File: src/rtl/core/plm_pkg.sv
package plm_pkg;

    // Sample width codes of the sample_size register
    typedef enum logic [1:0] {
        SIZE_8  = 2'd0,
        SIZE_16 = 2'd1,
        SIZE_24 = 2'd2,
        SIZE_32 = 2'd3
    } size_t;

    // Configuration register indexes
    localparam logic [1:0] REG_SAMPLE_SIZE      = 2'd0;
    localparam logic [1:0] REG_UNSIGNED_SAMPLES = 2'd1;
    localparam logic [1:0] REG_BIG_ENDIAN       = 2'd2;
    localparam logic [1:0] REG_STEREO           = 2'd3;

    localparam int unsigned PEAK_W = 31;
    localparam int unsigned PCT_W  = 7;
    localparam int unsigned DIV_W  = 25;
    localparam int unsigned RCP_W  = 16;

    localparam logic [PEAK_W-1:0] PEAK_MAX = 31'h7fff_ffff;
    localparam logic [PCT_W-1:0]  PCT_FULL = 7'd100;

    // Full scale / 100 for the wide formats, and floor(2^32 / that divisor)
    localparam logic [DIV_W-1:0] DIV_24   = 25'd83886;
    localparam logic [DIV_W-1:0] DIV_32   = 25'd21474836;
    localparam logic [RCP_W-1:0] RECIP_24 = 16'd51200;
    localparam logic [RCP_W-1:0] RECIP_32 = 16'd200;

    typedef struct packed {
        size_t size;
        logic  unsigned_samples;
        logic  big_endian;
        logic  stereo;
    } cfg_t;

    // Load strobes of the percent pipeline stages
    typedef struct packed {
        logic d_load;
        logic e_load;
    } pct_ctl_t;

endpackage

File: src/rtl/core/pcm_peak_level_meter.sv
// PCM peak level meter.
// Slave stream (s_*): one raw sample word per request, bytes in memory order,
// s_tlast on the final sample of a chunk. Master stream (m_*): one request per
// chunk, carrying both channel peaks and their percent of full scale.
// Configuration channel (cfg_*): index 0 sample size, 1 unsigned samples,
// 2 big endian, 3 stereo; write it only while no chunk result is pending.
// Throughput: one sample per cycle while the result stream is not stalled,
// with no gaps between chunks. The result of a chunk passes the input register,
// magnitude register, peak snapshot, quotient estimate, estimate times divisor
// and remainder correction into the output register before it shows on m_tvalid.
// Reset: configuration returns to 16-bit signed little-endian mono; peaks and
// the channel toggle clear; all pipeline stages empty.
// Stall: while m_tready is low the result holds in the output register and the
// percent stages fill behind it; samples without s_tlast keep flowing into the
// peak store, and s_tready drops only when a last sample finds no free stage.
module pcm_peak_level_meter (
    input  logic        clk,
    input  logic        rst_n,
    // Configuration write channel
    input  logic        cfg_valid,
    output logic        cfg_ready,
    input  logic [1:0]  cfg_index,
    input  logic [1:0]  cfg_data,
    // Sample input
    input  logic        s_tvalid,
    output logic        s_tready,
    input  logic [31:0] s_tdata,     // [31:0] sample_word
    input  logic        s_tlast,
    // Chunk result
    output logic        m_tvalid,
    input  logic        m_tready,
    output logic [79:0] m_tdata      // [30:0] left_peak, [61:31] right_peak,
                                     // [68:62] left_percent, [75:69] right_percent,
                                     // [79:76] zero
);

    plm_pkg::cfg_t              cfg;
    logic                       b_valid;
    logic                       b_ready;
    logic [plm_pkg::PEAK_W-1:0] b_mag;
    logic                       b_last;
    logic                       cap_valid;
    logic                       cap_ready;
    logic [plm_pkg::PEAK_W-1:0] cap_left;
    logic [plm_pkg::PEAK_W-1:0] cap_right;

    // Hold the live configuration
    plm_cfg_regs u_cfg (
        .clk       (clk),
        .rst_n     (rst_n),
        .cfg_valid (cfg_valid),
        .cfg_ready (cfg_ready),
        .cfg_index (cfg_index),
        .cfg_data  (cfg_data),
        .cfg       (cfg)
    );

    // Register the sample, then reorder, unbias and take its magnitude
    plm_magnitude u_mag (
        .clk      (clk),
        .rst_n    (rst_n),
        .cfg      (cfg),
        .s_tvalid (s_tvalid),
        .s_tready (s_tready),
        .s_tdata  (s_tdata),
        .s_tlast  (s_tlast),
        .b_valid  (b_valid),
        .b_ready  (b_ready),
        .b_mag    (b_mag),
        .b_last   (b_last)
    );

    // Fold the magnitude into its channel's peak; snapshot and clear on last
    plm_peak_accum u_acc (
        .clk       (clk),
        .rst_n     (rst_n),
        .cfg       (cfg),
        .b_valid   (b_valid),
        .b_ready   (b_ready),
        .b_mag     (b_mag),
        .b_last    (b_last),
        .cap_valid (cap_valid),
        .cap_ready (cap_ready),
        .cap_left  (cap_left),
        .cap_right (cap_right)
    );

    // Turn the snapshot into percentages and present the result
    plm_percent u_pct (
        .clk       (clk),
        .rst_n     (rst_n),
        .cfg       (cfg),
        .cap_valid (cap_valid),
        .cap_ready (cap_ready),
        .cap_left  (cap_left),
        .cap_right (cap_right),
        .m_tvalid  (m_tvalid),
        .m_tready  (m_tready),
        .m_tdata   (m_tdata)
    );

endmodule

File: src/rtl/core/plm_cfg_regs.sv
module plm_cfg_regs (
    input  logic             clk,
    input  logic             rst_n,
    input  logic             cfg_valid,
    output logic             cfg_ready,
    input  logic [1:0]       cfg_index,
    input  logic [1:0]       cfg_data,
    output plm_pkg::cfg_t    cfg
);

    plm_pkg::cfg_t cfg_reg;
    plm_pkg::cfg_t cfg_next;

    assign cfg_ready = 1'b1;
    assign cfg       = cfg_reg;

    always_comb
    begin
        cfg_next = cfg_reg;
        if (cfg_valid)
        begin
            unique case (cfg_index)
                plm_pkg::REG_SAMPLE_SIZE:      cfg_next.size = plm_pkg::size_t'(cfg_data);
                plm_pkg::REG_UNSIGNED_SAMPLES: cfg_next.unsigned_samples = cfg_data[0];
                plm_pkg::REG_BIG_ENDIAN:       cfg_next.big_endian = cfg_data[0];
                plm_pkg::REG_STEREO:           cfg_next.stereo = cfg_data[0];
                default:                       cfg_next = cfg_reg;
            endcase
        end
    end

    always_ff @(posedge clk or negedge rst_n)
    begin
        if (!rst_n)
        begin
            cfg_reg.size             <= plm_pkg::SIZE_16;
            cfg_reg.unsigned_samples <= 1'b0;
            cfg_reg.big_endian       <= 1'b0;
            cfg_reg.stereo           <= 1'b0;
        end
        else
        begin
            cfg_reg <= cfg_next;
        end
    end

endmodule

File: src/rtl/core/plm_magnitude.sv
module plm_magnitude (
    input  logic                        clk,
    input  logic                        rst_n,
    input  plm_pkg::cfg_t               cfg,
    input  logic                        s_tvalid,
    output logic                        s_tready,
    input  logic [31:0]                 s_tdata,
    input  logic                        s_tlast,
    output logic                        b_valid,
    input  logic                        b_ready,
    output logic [plm_pkg::PEAK_W-1:0]  b_mag,
    output logic                        b_last
);

    logic        a_valid_reg;
    logic [31:0] a_word_reg;
    logic        a_last_reg;
    logic        b_valid_reg;
    logic [plm_pkg::PEAK_W-1:0] b_mag_reg;
    logic        b_last_reg;

    logic        a_free;
    logic        b_free;
    logic [7:0]  byte0;
    logic [7:0]  byte1;
    logic [7:0]  byte2;
    logic [7:0]  byte3;
    logic [7:0]  v8;
    logic [15:0] v16;
    logic [23:0] v24;
    logic [31:0] v32;
    logic [31:0] sx;
    logic [31:0] abs32;
    logic [plm_pkg::PEAK_W-1:0] mag_next;

    assign b_free   = !b_valid_reg || b_ready;
    assign a_free   = !a_valid_reg || b_free;
    assign s_tready = a_free;

    assign byte0 = a_word_reg[7:0];
    assign byte1 = a_word_reg[15:8];
    assign byte2 = a_word_reg[23:16];
    assign byte3 = a_word_reg[31:24];

    // Order bytes, drop the mid-scale bias on the sign bit, sign-extend
    always_comb
    begin
        v8  = byte0;
        v16 = cfg.big_endian ? {byte0, byte1} : {byte1, byte0};
        v24 = cfg.big_endian ? {byte0, byte1, byte2} : {byte2, byte1, byte0};
        v32 = cfg.big_endian ? {byte0, byte1, byte2, byte3} : {byte3, byte2, byte1, byte0};
        v8[7]   = v8[7]   ^ cfg.unsigned_samples;
        v16[15] = v16[15] ^ cfg.unsigned_samples;
        v24[23] = v24[23] ^ cfg.unsigned_samples;
        v32[31] = v32[31] ^ cfg.unsigned_samples;
        unique case (cfg.size)
            plm_pkg::SIZE_8:  sx = {{24{v8[7]}}, v8};
            plm_pkg::SIZE_16: sx = {{16{v16[15]}}, v16};
            plm_pkg::SIZE_24: sx = {{8{v24[23]}}, v24};
            plm_pkg::SIZE_32: sx = v32;
            default:          sx = v32;
        endcase
        abs32 = sx[31] ? (~sx + 32'd1) : sx;
        // Only the most negative 32-bit sample reaches 2^31: clamp it
        mag_next = abs32[31] ? plm_pkg::PEAK_MAX : abs32[30:0];
    end

    always_ff @(posedge clk or negedge rst_n)
    begin
        if (!rst_n)
        begin
            a_valid_reg <= 1'b0;
            b_valid_reg <= 1'b0;
        end
        else
        begin
            if (a_free)
            begin
                a_valid_reg <= s_tvalid;
            end
            if (b_free)
            begin
                b_valid_reg <= a_valid_reg;
            end
        end
    end

    always_ff @(posedge clk)
    begin
        if (a_free)
        begin
            a_word_reg <= s_tdata;
            a_last_reg <= s_tlast;
        end
        if (b_free)
        begin
            b_mag_reg  <= mag_next;
            b_last_reg <= a_last_reg;
        end
    end

    assign b_valid = b_valid_reg;
    assign b_mag   = b_mag_reg;
    assign b_last  = b_last_reg;

endmodule

File: src/rtl/core/plm_peak_accum.sv
module plm_peak_accum (
    input  logic                        clk,
    input  logic                        rst_n,
    input  plm_pkg::cfg_t               cfg,
    input  logic                        b_valid,
    output logic                        b_ready,
    input  logic [plm_pkg::PEAK_W-1:0]  b_mag,
    input  logic                        b_last,
    output logic                        cap_valid,
    input  logic                        cap_ready,
    output logic [plm_pkg::PEAK_W-1:0]  cap_left,
    output logic [plm_pkg::PEAK_W-1:0]  cap_right
);

    logic [plm_pkg::PEAK_W-1:0] peak0_reg;
    logic [plm_pkg::PEAK_W-1:0] peak1_reg;
    logic                       toggle_reg;
    logic [plm_pkg::PEAK_W-1:0] peak0_next;
    logic [plm_pkg::PEAK_W-1:0] peak1_next;
    logic                       toggle_next;

    logic                       ch;
    logic                       grow;
    logic                       consume;
    logic [plm_pkg::PEAK_W-1:0] upd0;
    logic [plm_pkg::PEAK_W-1:0] upd1;

    // A last sample waits until the percent pipeline can take the snapshot
    assign b_ready   = !b_last || cap_ready;
    assign consume   = b_valid && b_ready;
    assign cap_valid = b_valid && b_last;

    assign ch   = cfg.stereo & toggle_reg;
    assign grow = ch ? (b_mag > peak1_reg) : (b_mag > peak0_reg);
    assign upd0 = (!ch && grow) ? b_mag : peak0_reg;
    assign upd1 = (ch && grow) ? b_mag : peak1_reg;

    assign cap_left  = upd0;
    assign cap_right = cfg.stereo ? upd1 : '0;

    always_comb
    begin
        peak0_next  = peak0_reg;
        peak1_next  = peak1_reg;
        toggle_next = toggle_reg;
        if (consume)
        begin
            if (b_last)
            begin
                peak0_next  = '0;
                peak1_next  = '0;
                toggle_next = 1'b0;
            end
            else
            begin
                peak0_next  = upd0;
                peak1_next  = upd1;
                toggle_next = toggle_reg ^ cfg.stereo;
            end
        end
    end

    always_ff @(posedge clk or negedge rst_n)
    begin
        if (!rst_n)
        begin
            peak0_reg  <= '0;
            peak1_reg  <= '0;
            toggle_reg <= 1'b0;
        end
        else
        begin
            peak0_reg  <= peak0_next;
            peak1_reg  <= peak1_next;
            toggle_reg <= toggle_next;
        end
    end

endmodule

File: src/rtl/core/plm_pct_lane.sv
module plm_pct_lane (
    input  logic                        clk,
    input  plm_pkg::pct_ctl_t           ctl,
    input  plm_pkg::size_t              size,
    input  logic [plm_pkg::PEAK_W-1:0]  peak,
    output logic [plm_pkg::PEAK_W-1:0]  peak_out,
    output logic [plm_pkg::PCT_W-1:0]   pct
);

    // Stage D: quotient estimate
    logic [plm_pkg::PEAK_W-1:0] d_peak_reg;
    logic [plm_pkg::PCT_W-1:0]  d_q_reg;
    logic                       d_final_reg;
    logic [plm_pkg::DIV_W-1:0]  d_div_reg;
    // Stage E: estimate times divisor
    logic [plm_pkg::PEAK_W-1:0] e_peak_reg;
    logic [plm_pkg::PCT_W-1:0]  e_q_reg;
    logic                       e_final_reg;
    logic [plm_pkg::DIV_W-1:0]  e_div_reg;
    logic [31:0]                e_qd_reg;

    logic                       is_narrow;
    logic                       narrow_over;
    logic [23:0]                narrow_prod;
    logic [7:0]                 narrow_q;
    logic [plm_pkg::RCP_W-1:0]  recip;
    logic [plm_pkg::DIV_W-1:0]  div_next;
    logic [46:0]                wide_prod;
    logic [14:0]                wide_q;
    logic                       wide_sat;
    logic [plm_pkg::PCT_W-1:0]  d_q_next;
    logic                       d_final_next;
    logic [31:0]                e_qd_next;
    logic [31:0]                rem;
    logic                       bump;
    logic [7:0]                 q_inc;

    always_comb
    begin
        is_narrow   = (size == plm_pkg::SIZE_8) || (size == plm_pkg::SIZE_16);
        // Narrow formats: full scale is a power of two, so percent is a multiply by 100 and a shift
        narrow_over = (size == plm_pkg::SIZE_8) ? (peak[30:8] != '0) : (peak[30:16] != '0);
        narrow_prod = 24'(peak[16:0]) * 24'd100;
        narrow_q    = (size == plm_pkg::SIZE_8) ? narrow_prod[14:7] : narrow_prod[22:15];
        // Wide formats: reciprocal estimate, at most one short
        recip     = (size == plm_pkg::SIZE_24) ? plm_pkg::RECIP_24 : plm_pkg::RECIP_32;
        div_next  = (size == plm_pkg::SIZE_24) ? plm_pkg::DIV_24 : plm_pkg::DIV_32;
        wide_prod = 47'(peak) * 47'(recip);
        wide_q    = wide_prod[46:32];
        wide_sat  = wide_q > 15'(plm_pkg::PCT_FULL);
        if (is_narrow)
        begin
            d_final_next = 1'b1;
            if (narrow_over || (narrow_q > 8'(plm_pkg::PCT_FULL)))
            begin
                d_q_next = plm_pkg::PCT_FULL;
            end
            else
            begin
                d_q_next = narrow_q[6:0];
            end
        end
        else
        begin
            d_final_next = wide_sat;
            d_q_next     = wide_sat ? plm_pkg::PCT_FULL : wide_q[6:0];
        end
    end

    assign e_qd_next = 32'(d_q_reg) * 32'(d_div_reg);

    // Correct the estimate by one where the remainder still covers a divisor
    always_comb
    begin
        rem   = {1'b0, e_peak_reg} - e_qd_reg;
        bump  = rem >= 32'(e_div_reg);
        q_inc = {1'b0, e_q_reg} + 8'(bump);
        if (e_final_reg)
        begin
            pct = e_q_reg;
        end
        else if (q_inc > 8'(plm_pkg::PCT_FULL))
        begin
            pct = plm_pkg::PCT_FULL;
        end
        else
        begin
            pct = q_inc[6:0];
        end
    end

    assign peak_out = e_peak_reg;

    always_ff @(posedge clk)
    begin
        if (ctl.d_load)
        begin
            d_peak_reg  <= peak;
            d_q_reg     <= d_q_next;
            d_final_reg <= d_final_next;
            d_div_reg   <= div_next;
        end
        if (ctl.e_load)
        begin
            e_peak_reg  <= d_peak_reg;
            e_q_reg     <= d_q_reg;
            e_final_reg <= d_final_reg;
            e_div_reg   <= d_div_reg;
            e_qd_reg    <= e_qd_next;
        end
    end

endmodule

File: src/rtl/core/plm_percent.sv
module plm_percent (
    input  logic                        clk,
    input  logic                        rst_n,
    input  plm_pkg::cfg_t               cfg,
    input  logic                        cap_valid,
    output logic                        cap_ready,
    input  logic [plm_pkg::PEAK_W-1:0]  cap_left,
    input  logic [plm_pkg::PEAK_W-1:0]  cap_right,
    output logic                        m_tvalid,
    input  logic                        m_tready,
    output logic [79:0]                 m_tdata
);

    logic                       c_valid_reg;
    logic                       d_valid_reg;
    logic                       e_valid_reg;
    logic                       o_valid_reg;
    logic [plm_pkg::PEAK_W-1:0] c_left_reg;
    logic [plm_pkg::PEAK_W-1:0] c_right_reg;
    plm_pkg::size_t             c_size_reg;
    logic [plm_pkg::PEAK_W-1:0] o_lpeak_reg;
    logic [plm_pkg::PEAK_W-1:0] o_rpeak_reg;
    logic [plm_pkg::PCT_W-1:0]  o_lpct_reg;
    logic [plm_pkg::PCT_W-1:0]  o_rpct_reg;

    logic                       o_free;
    logic                       e_free;
    logic                       d_free;
    logic                       c_free;
    plm_pkg::pct_ctl_t          ctl;
    logic [plm_pkg::PEAK_W-1:0] lpeak;
    logic [plm_pkg::PEAK_W-1:0] rpeak;
    logic [plm_pkg::PCT_W-1:0]  lpct;
    logic [plm_pkg::PCT_W-1:0]  rpct;

    assign o_free    = !o_valid_reg || m_tready;
    assign e_free    = !e_valid_reg || o_free;
    assign d_free    = !d_valid_reg || e_free;
    assign c_free    = !c_valid_reg || d_free;
    assign cap_ready = c_free;

    assign ctl.d_load = d_free;
    assign ctl.e_load = e_free;

    plm_pct_lane u_left (
        .clk      (clk),
        .ctl      (ctl),
        .size     (c_size_reg),
        .peak     (c_left_reg),
        .peak_out (lpeak),
        .pct      (lpct)
    );

    plm_pct_lane u_right (
        .clk      (clk),
        .ctl      (ctl),
        .size     (c_size_reg),
        .peak     (c_right_reg),
        .peak_out (rpeak),
        .pct      (rpct)
    );

    always_ff @(posedge clk or negedge rst_n)
    begin
        if (!rst_n)
        begin
            c_valid_reg <= 1'b0;
            d_valid_reg <= 1'b0;
            e_valid_reg <= 1'b0;
            o_valid_reg <= 1'b0;
        end
        else
        begin
            if (c_free)
            begin
                c_valid_reg <= cap_valid;
            end
            if (d_free)
            begin
                d_valid_reg <= c_valid_reg;
            end
            if (e_free)
            begin
                e_valid_reg <= d_valid_reg;
            end
            if (o_free)
            begin
                o_valid_reg <= e_valid_reg;
            end
        end
    end

    always_ff @(posedge clk)
    begin
        if (c_free)
        begin
            c_left_reg  <= cap_left;
            c_right_reg <= cap_right;
            c_size_reg  <= cfg.size;
        end
        if (o_free)
        begin
            o_lpeak_reg <= lpeak;
            o_rpeak_reg <= rpeak;
            o_lpct_reg  <= lpct;
            o_rpct_reg  <= rpct;
        end
    end

    assign m_tvalid = o_valid_reg;
    assign m_tdata  = {4'b0, o_rpct_reg, o_lpct_reg, o_rpeak_reg, o_lpeak_reg};

endmodule

File: config.mk
export PLATFORM = sky130hd
export DESIGN_NAME = pcm_peak_level_meter
export DESIGN_NICKNAME = d
export VERILOG_FILES = /design/src/rtl/core/plm_pkg.sv /design/src/rtl/core/pcm_peak_level_meter.sv /design/src/rtl/core/plm_cfg_regs.sv /design/src/rtl/core/plm_magnitude.sv /design/src/rtl/core/plm_peak_accum.sv /design/src/rtl/core/plm_pct_lane.sv /design/src/rtl/core/plm_percent.sv
export SDC_FILE = /design/constraint.sdc
export NUM_CORES = 2
export LEC_CHECK = 0
export BUFFER_PORTS_ARGS = -buffer_cell sky130_fd_sc_hd__buf_2
export CORE_MARGIN = 2
export CORE_UTILIZATION = 55
export CTS_BUF_LIST = sky130_fd_sc_hd__clkbuf_8
export CTS_CLUSTER_SIZE = 10
export DETAILED_ROUTE_END_ITERATION = 6
export HOLD_SLACK_MARGIN = 0.12
export PLACE_DENSITY_LB_ADDON = 0.2
export SLEW_MARGIN = 10
export SYNTH_ARGS = -nofsm -noshare
export SYNTH_HDL_FRONTEND = slang
export SYNTH_HIERARCHICAL = 1
export SYNTH_SLANG_ARGS = --single-unit
File: constraint.sdc
create_clock -name clk -period 8.2 [get_ports clk]
set_input_delay 0.82 -clock clk [delete_from_list [all_inputs] [get_ports clk]]
set_output_delay 0.82 -clock clk [all_outputs]
set_load 0.01 [all_outputs]
Word level (Yosys, flattened, before mapping). Index checks and enable logic that the tools add are counted. W data, S select, Z words.

Latch bits: 0. Word-level logic and storage cells: 136. Bits of input ports: 42. Register bits after elaboration: 549. Memories kept: 0. Memory bits (read-only): 0. Bits in writable memories: 0. Output and inout port bits: 83.

Muxes and demuxes: 27. Multipliers: 6. Equality and inequality tests: 8. Reductions and logical operators: 33. $lt $le $gt $ge: 10. Add/sub/neg operators: 5. Bitwise operators: 7. Divide/modulo/power cells: 0. Shifts and indexed selects: 0.

Operator list (count): $pmux W32 S4 (1); $mux W31 (4); $mul A31 B16 Y47 (2); $mux W7 (10); $ge A32 B25 Y1 (2); $mul A7 B25 Y32 (2); $mux W32 (2); $sub A31 B32 Y32 (2); $gt A31 B31 Y1 (2); $reduce_bool A23 Y1 (2); $mul A17 B5 Y21 const B (2); $add A32 B1 Y32 const B (1); $gt A8 B7 Y1 const B (4); $mux W16 (2); $not A32 Y32 (1); $gt A15 B7 Y1 const B (2); $reduce_bool A15 Y1 (2); $mux W25 (1); $mux W24 (1); $add A7 B1 Y8 (2); $mux W8 (2); $eq A2 B2 Y1 const B (5); $logic_or A1 B1 Y1 (10); $logic_not A1 Y1 (8); other kinds (7) (24).

Logic depth before layout (Yosys ltp).
Word-level depth: 8. Mapped depth: 31. Depth with buffers taken out: 30.

Modules after synthesis. The synthesis kept the hierarchy.

Modules (own cells, without submodules): plm_pct_lane at u_pct.u_left (instances 1, cells an instance 1886, area each 18169.9 um2, seq. area each 3393.3 um2); plm_pct_lane at u_pct.u_right (instances 1, cells an instance 1894, area each 18058.6 um2, seq. area each 3393.3 um2); plm_peak_accum (instances 1, cells an instance 587, area each 4978.5 um2, seq. area each 1576.5 um2); plm_percent (instances 1, cells an instance 158, area each 4405.5 um2, seq. area each 4304.1 um2); plm_magnitude (instances 1, cells an instance 442, area each 4386.7 um2, seq. area each 2001.9 um2); plm_cfg_regs (instances 1, cells an instance 16, area each 226.5 um2, seq. area each 126.4 um2).

Worst setup path before layout. OpenSTA, ideal clock, no wires.

Kind: register -> register. Start: register u_pct.c_size_reg[1]. End: register u_pct/u_right/d_q_reg[5] (netlist bit) (data pin). Required time: 7.922 ns. Setup time: 0.278 ns. Cell stages (with the launch flop): 25. Period minus slack after synthesis: 6.562 ns. Setup slack: 1.638 ns. Arrival: 6.284 ns. Buffers on the path: 3. Cell sequence: edfxtp_1 -> nor2b_1 -> clkbuf_1 -> clkbuf_1 -> buf_1 -> nand2_1 -> fa_1 -> inv_1 -> fa_1 -> inv_1 -> fa_1 -> inv_1 -> fa_1 -> ha_1 -> ha_1 -> and4_1 -> and2_1 -> nand4_1 -> nand4b_1 -> a31oi_1 -> a31oi_1 -> o21a_1 -> o311a_1 -> nor4_4 -> a32oi_1.

Longest elaborated chain between the ends: 6. Elaborated cells on any way between the ends: 14. Those cells by class: 1 x mul; 2 x order compare; 2 x eq/ne; 6 x mux; 3 x reduce/logical.

RTL lines: start, declared (line plm_percent.sv:20) `plm_pkg::size_t c_size_reg;`; start signal, assigned (line plm_percent.sv:99) `c_size_reg <= cfg.size;`; $eq A2 B2 Y1 or $logic_not A2 Y1 (tied branches); $mux W16 or $mux W8 (tied branches) (line plm_pct_lane.sv:46, plm_pct_lane.sv:44); $mul A31 B16 Y47 or $gt A8 B7 Y1 (tied branches) (line plm_pct_lane.sv:48, plm_pct_lane.sv:54); $gt A15 B7 Y1 or $logic_or A1 B1 Y1 (tied branches) (line plm_pct_lane.sv:50, plm_pct_lane.sv:54); $mux W7 (on tied branches) (line plm_pct_lane.sv:66, plm_pct_lane.sv:54); $mux W7 * (line plm_pct_lane.sv:51) `if (is_narrow)`; net u_pct.u_right.d_q_next, one bit (line plm_pct_lane.sv:31) `logic [plm_pkg::PCT_W-1:0] d_q_next;`; end signal, assigned (line plm_pct_lane.sv:99) `d_q_reg <= d_q_next;`; end, declared (line plm_pct_lane.sv:12) `logic [plm_pkg::PCT_W-1:0] d_q_reg;`.

The timed path passes the listed nets; every way through them passes the cells marked *. A chain may end at the register's enable or synchronous reset.

Final worst setup path.
Start: register u_pct.c_size_reg[1]. End: register u_pct/u_right/d_q_reg[2] (netlist bit) (data pin).

Same word-level chain as after synthesis.

==> reports/results.txt <==
Crit path kind = reg2reg
Clock-pin slew on the worst setup and hold paths = 0.06 ns
CP top delay family = adder cells
Row count = 110
CTS Buf Count = 89
Vias = 36.4k
Chip height = 306 um
Max-Slew Margin vs Limit = 17.2%
Int Pwr = 11.4 mW
Clock sinks = 505
IO Port Bufs = 119
Mapped Avg Cell Area = 10.1 sq um
Crit. path cell count = 24
Ys flop type = edfxtp_1
Number of max-cap violations = 0
Via-per-instance ratio = 5.75
CTS tree = built
Worst EP arrival = 7.68 ns
Pleak = 26.9 nW
Syn Std Cell Area = 50200 sq um
Setup WS post-layout = 0.942 ns
P_sw = 11.0 mW
PwrDens = 417 nW/um^2
Post-cts sizing count = 0
RSZ-0062 raised after global routing = no
Least-Margin Pin Slew = 1.23 ns
Die area = 93800 sq um
Switching share of power = 48.9%
Clock Latency Late Sink = 0.74 ns
Fin Setup TNS = 0 ns
Fmax = 138 MHz
Share of the synthesized area in the top cell type = 25.8%
Max incr delay on CP = 0.53 ns
Clk pwr share = 10.4%
Dpl ws = 1.02 ns
Initial antenna violation count = 4
Post-synthesis cell count = 4983
Maximum clock insertion buffer count = 3
Htree depth = 3
Detailed Route WL = 117000 um
Setup repair bufs after CTS = 0
Multi-input gate area = 31800 sq um
Slowest CP cell = fa_1
Crit. Startpoint = u_pct/c_size_reg[1]
Minimum clock period = 7.26 ns
Total power = 22.4 mW
Sequential-to-total area share from yosys stat = 29.5%
Part of the power in registers = 22.0%
Area delta synth->final = 6.84%
Peak VDD IR = 0.000304 V
Fillers = 7676
Final core utilization = 59.4%
Largest net degree at the start of global routing = 81
Yosys warns = 6
Hold WS = 0.261 ns
Initial core utilization = 55.6%
Vias in the first global route = 36.3k
RD Place Congestion = 0.919
Yosys top cell by area = edfxtp_1
Root buffer cell = clkbuf_8
Drt initial violations = 2497
FF-to-FF Start = u_pct/c_size_reg[1]
DRC = 0
Max FFs per register = 32
Sequential Area = 14800 sq um
Startpoint types = flip-flop
CTS Hold Buffers Added = 0
Fraction of layout instances using a drive strength above 1 = 7.40%
Worst path cell trace = nor2b_4 -> buf_4 -> and2_1 -> ha_1 -> inv_1 -> fa_1 -> inv_1 -> fa_1 -> inv_1 -> fa_1 -> inv_1 -> fa_1 -> ha_1 -> ha_1 -> and4_1 -> and2_1 -> nand4_1 -> nand3_1 -> a31oi_1 -> o21ai_0 -> a2111oi_0 -> o2111ai_1 -> nor4_4 -> a31oi_1
Overflow after GRT = 0
Fin nets = 6265
Commonest non-fill, non-tap cell in the layout = inv_1
Min-delay worst type = in2async
Routed len/inst = 18.4 um
Combinational Power Share = 67.6%
Most frequent cells in the layout = inv_1, ha_1, edfxtp_1
Top cells by area, synth = edfxtp_1, ha_1, fa_1, inv_1, dfrtp_1
Fin crit share = 88.5%
Top-level I/O count = 125
Hold Vio Cnt, Final = 0
Fin Clk Skew = 0.0410 ns
Slew Limit Fails = 0
Post-synth EDFFs = 431
First-pass GRT wire length = 189000 um
Register-to-Register Path Depth = 24
Crit end category = flip-flop
Status = completed
Core Area = 90300 sq um
Worst path bufs/invs = 5
DRT antenna net count = 0
Synthesis-stage register bit count = 505
Final setup viols = 0
Detailed placement HPWL = 92600 um
CP Max Fanout = 62
Die X = 306 um
Tot GR Track Use = 25.1%
Drt first pass iters = 5
FFs w/ async S/R, synth = 14.7%
Required @ worst endpoint = 8.62 ns
Synth cell types = 119
[cell type report]
class	instances	area share, %
inverter	813	5.69
clock inverter	66	0.767
multi-input combinational	3530	59.2
antenna	2	0.00933
timing repair buffer	148	1.52
tap	1176	2.74
sequential	505	27.6
clock buffer	98	2.51
[Yosys cell counts (63+ instances only)]
master and count:
inv_1 810, ha_1 800, edfxtp_1 431, fa_1 336
nand2_1 275, a21oi_1 265, nor2_1 234, o21ai_0 189
xnor2_1 166, nand3_1 112, clkbuf_1 93, a21o_1 86
and2_1 85, dfrtp_1 73, xor2_1 65, nor3_1 63
[worst paths after layout]
| check | end | slack [ns] |
|---|---|---|
| max | u_pct/u_right/d_q_reg[2] | 0.94 |
| min | u_acc/peak1_reg[5] | 0.26 |
| max reg2reg | u_pct/u_right/d_q_reg[2] | 0.94 |
| max in group asynchronous | u_cfg/cfg[1] | 7.21 |
| min in group clk | u_mag/a_word_reg[11] | 0.27 |
| min reg2reg | u_pct/u_left/peak_out[2] | 0.39 |
[cell families (layout without fill, tap and decap cells)]
| kind of cell | after synthesis | in the layout | synth area share, % |
|---|---|---|---|
| AO/OA/AOI/OAI | 1037 | 1037 | 14.0 |
| XOR/XNOR | 231 | 231 | 4.03 |
| adder cells (fa/ha/maj) | 1136 | 1136 | 33.3 |
| buffers and inverters | 953 | 1125 | 7.46 |
| flip-flops | 505 | 505 | 29.5 |
| multiplexers | 27 | 27 | 0.570 |
| other | 6 | 13 | 0.0448 |
| AND/OR/NAND/NOR | 1088 | 1088 | 11.1 |
[power by group through the flow]
stage | combinational, mW | sequential (mW) | clock [mW]
floorplan | 11.8 | 4.53 | 0
global placement | 14.7 | 4.94 | 0
detailed placement | 14.9 | 4.96 | 0
CTS | 15.1 | 4.92 | 2.40
global route | 17.2 | 5.01 | 2.50
finish | 15.1 | 4.93 | 2.32
[worst reg2reg max path: cells and delay by family, from the launching register on]
family	cells	cell delay (ns)
AO/OA/AOI/OAI	5	1.46
adder cells (fa/ha/maj)	7	2.77
buffers and inverters	5	0.72
flip-flops	1	0.47
AND/OR/NAND/NOR	7	1.53
[per-layer routing]
metal	vias to the layer above	wire length [um]	track usage [%]
met5	-	12	0
met1	17721	54200	34.8
li1	17721	-	-
met2	834	54500	41.5
met4	2	2920	6.78
met3	169	5230	3.19
[through the flow]
step	area, sq um	cells
after global placement	51900	6172
after detailed placement	51900	6172
after global routing	53700	6338
final	53700	6338
after CTS	53700	6336
after floorplan	50200	4988
(Power assumes the default switching activity.)
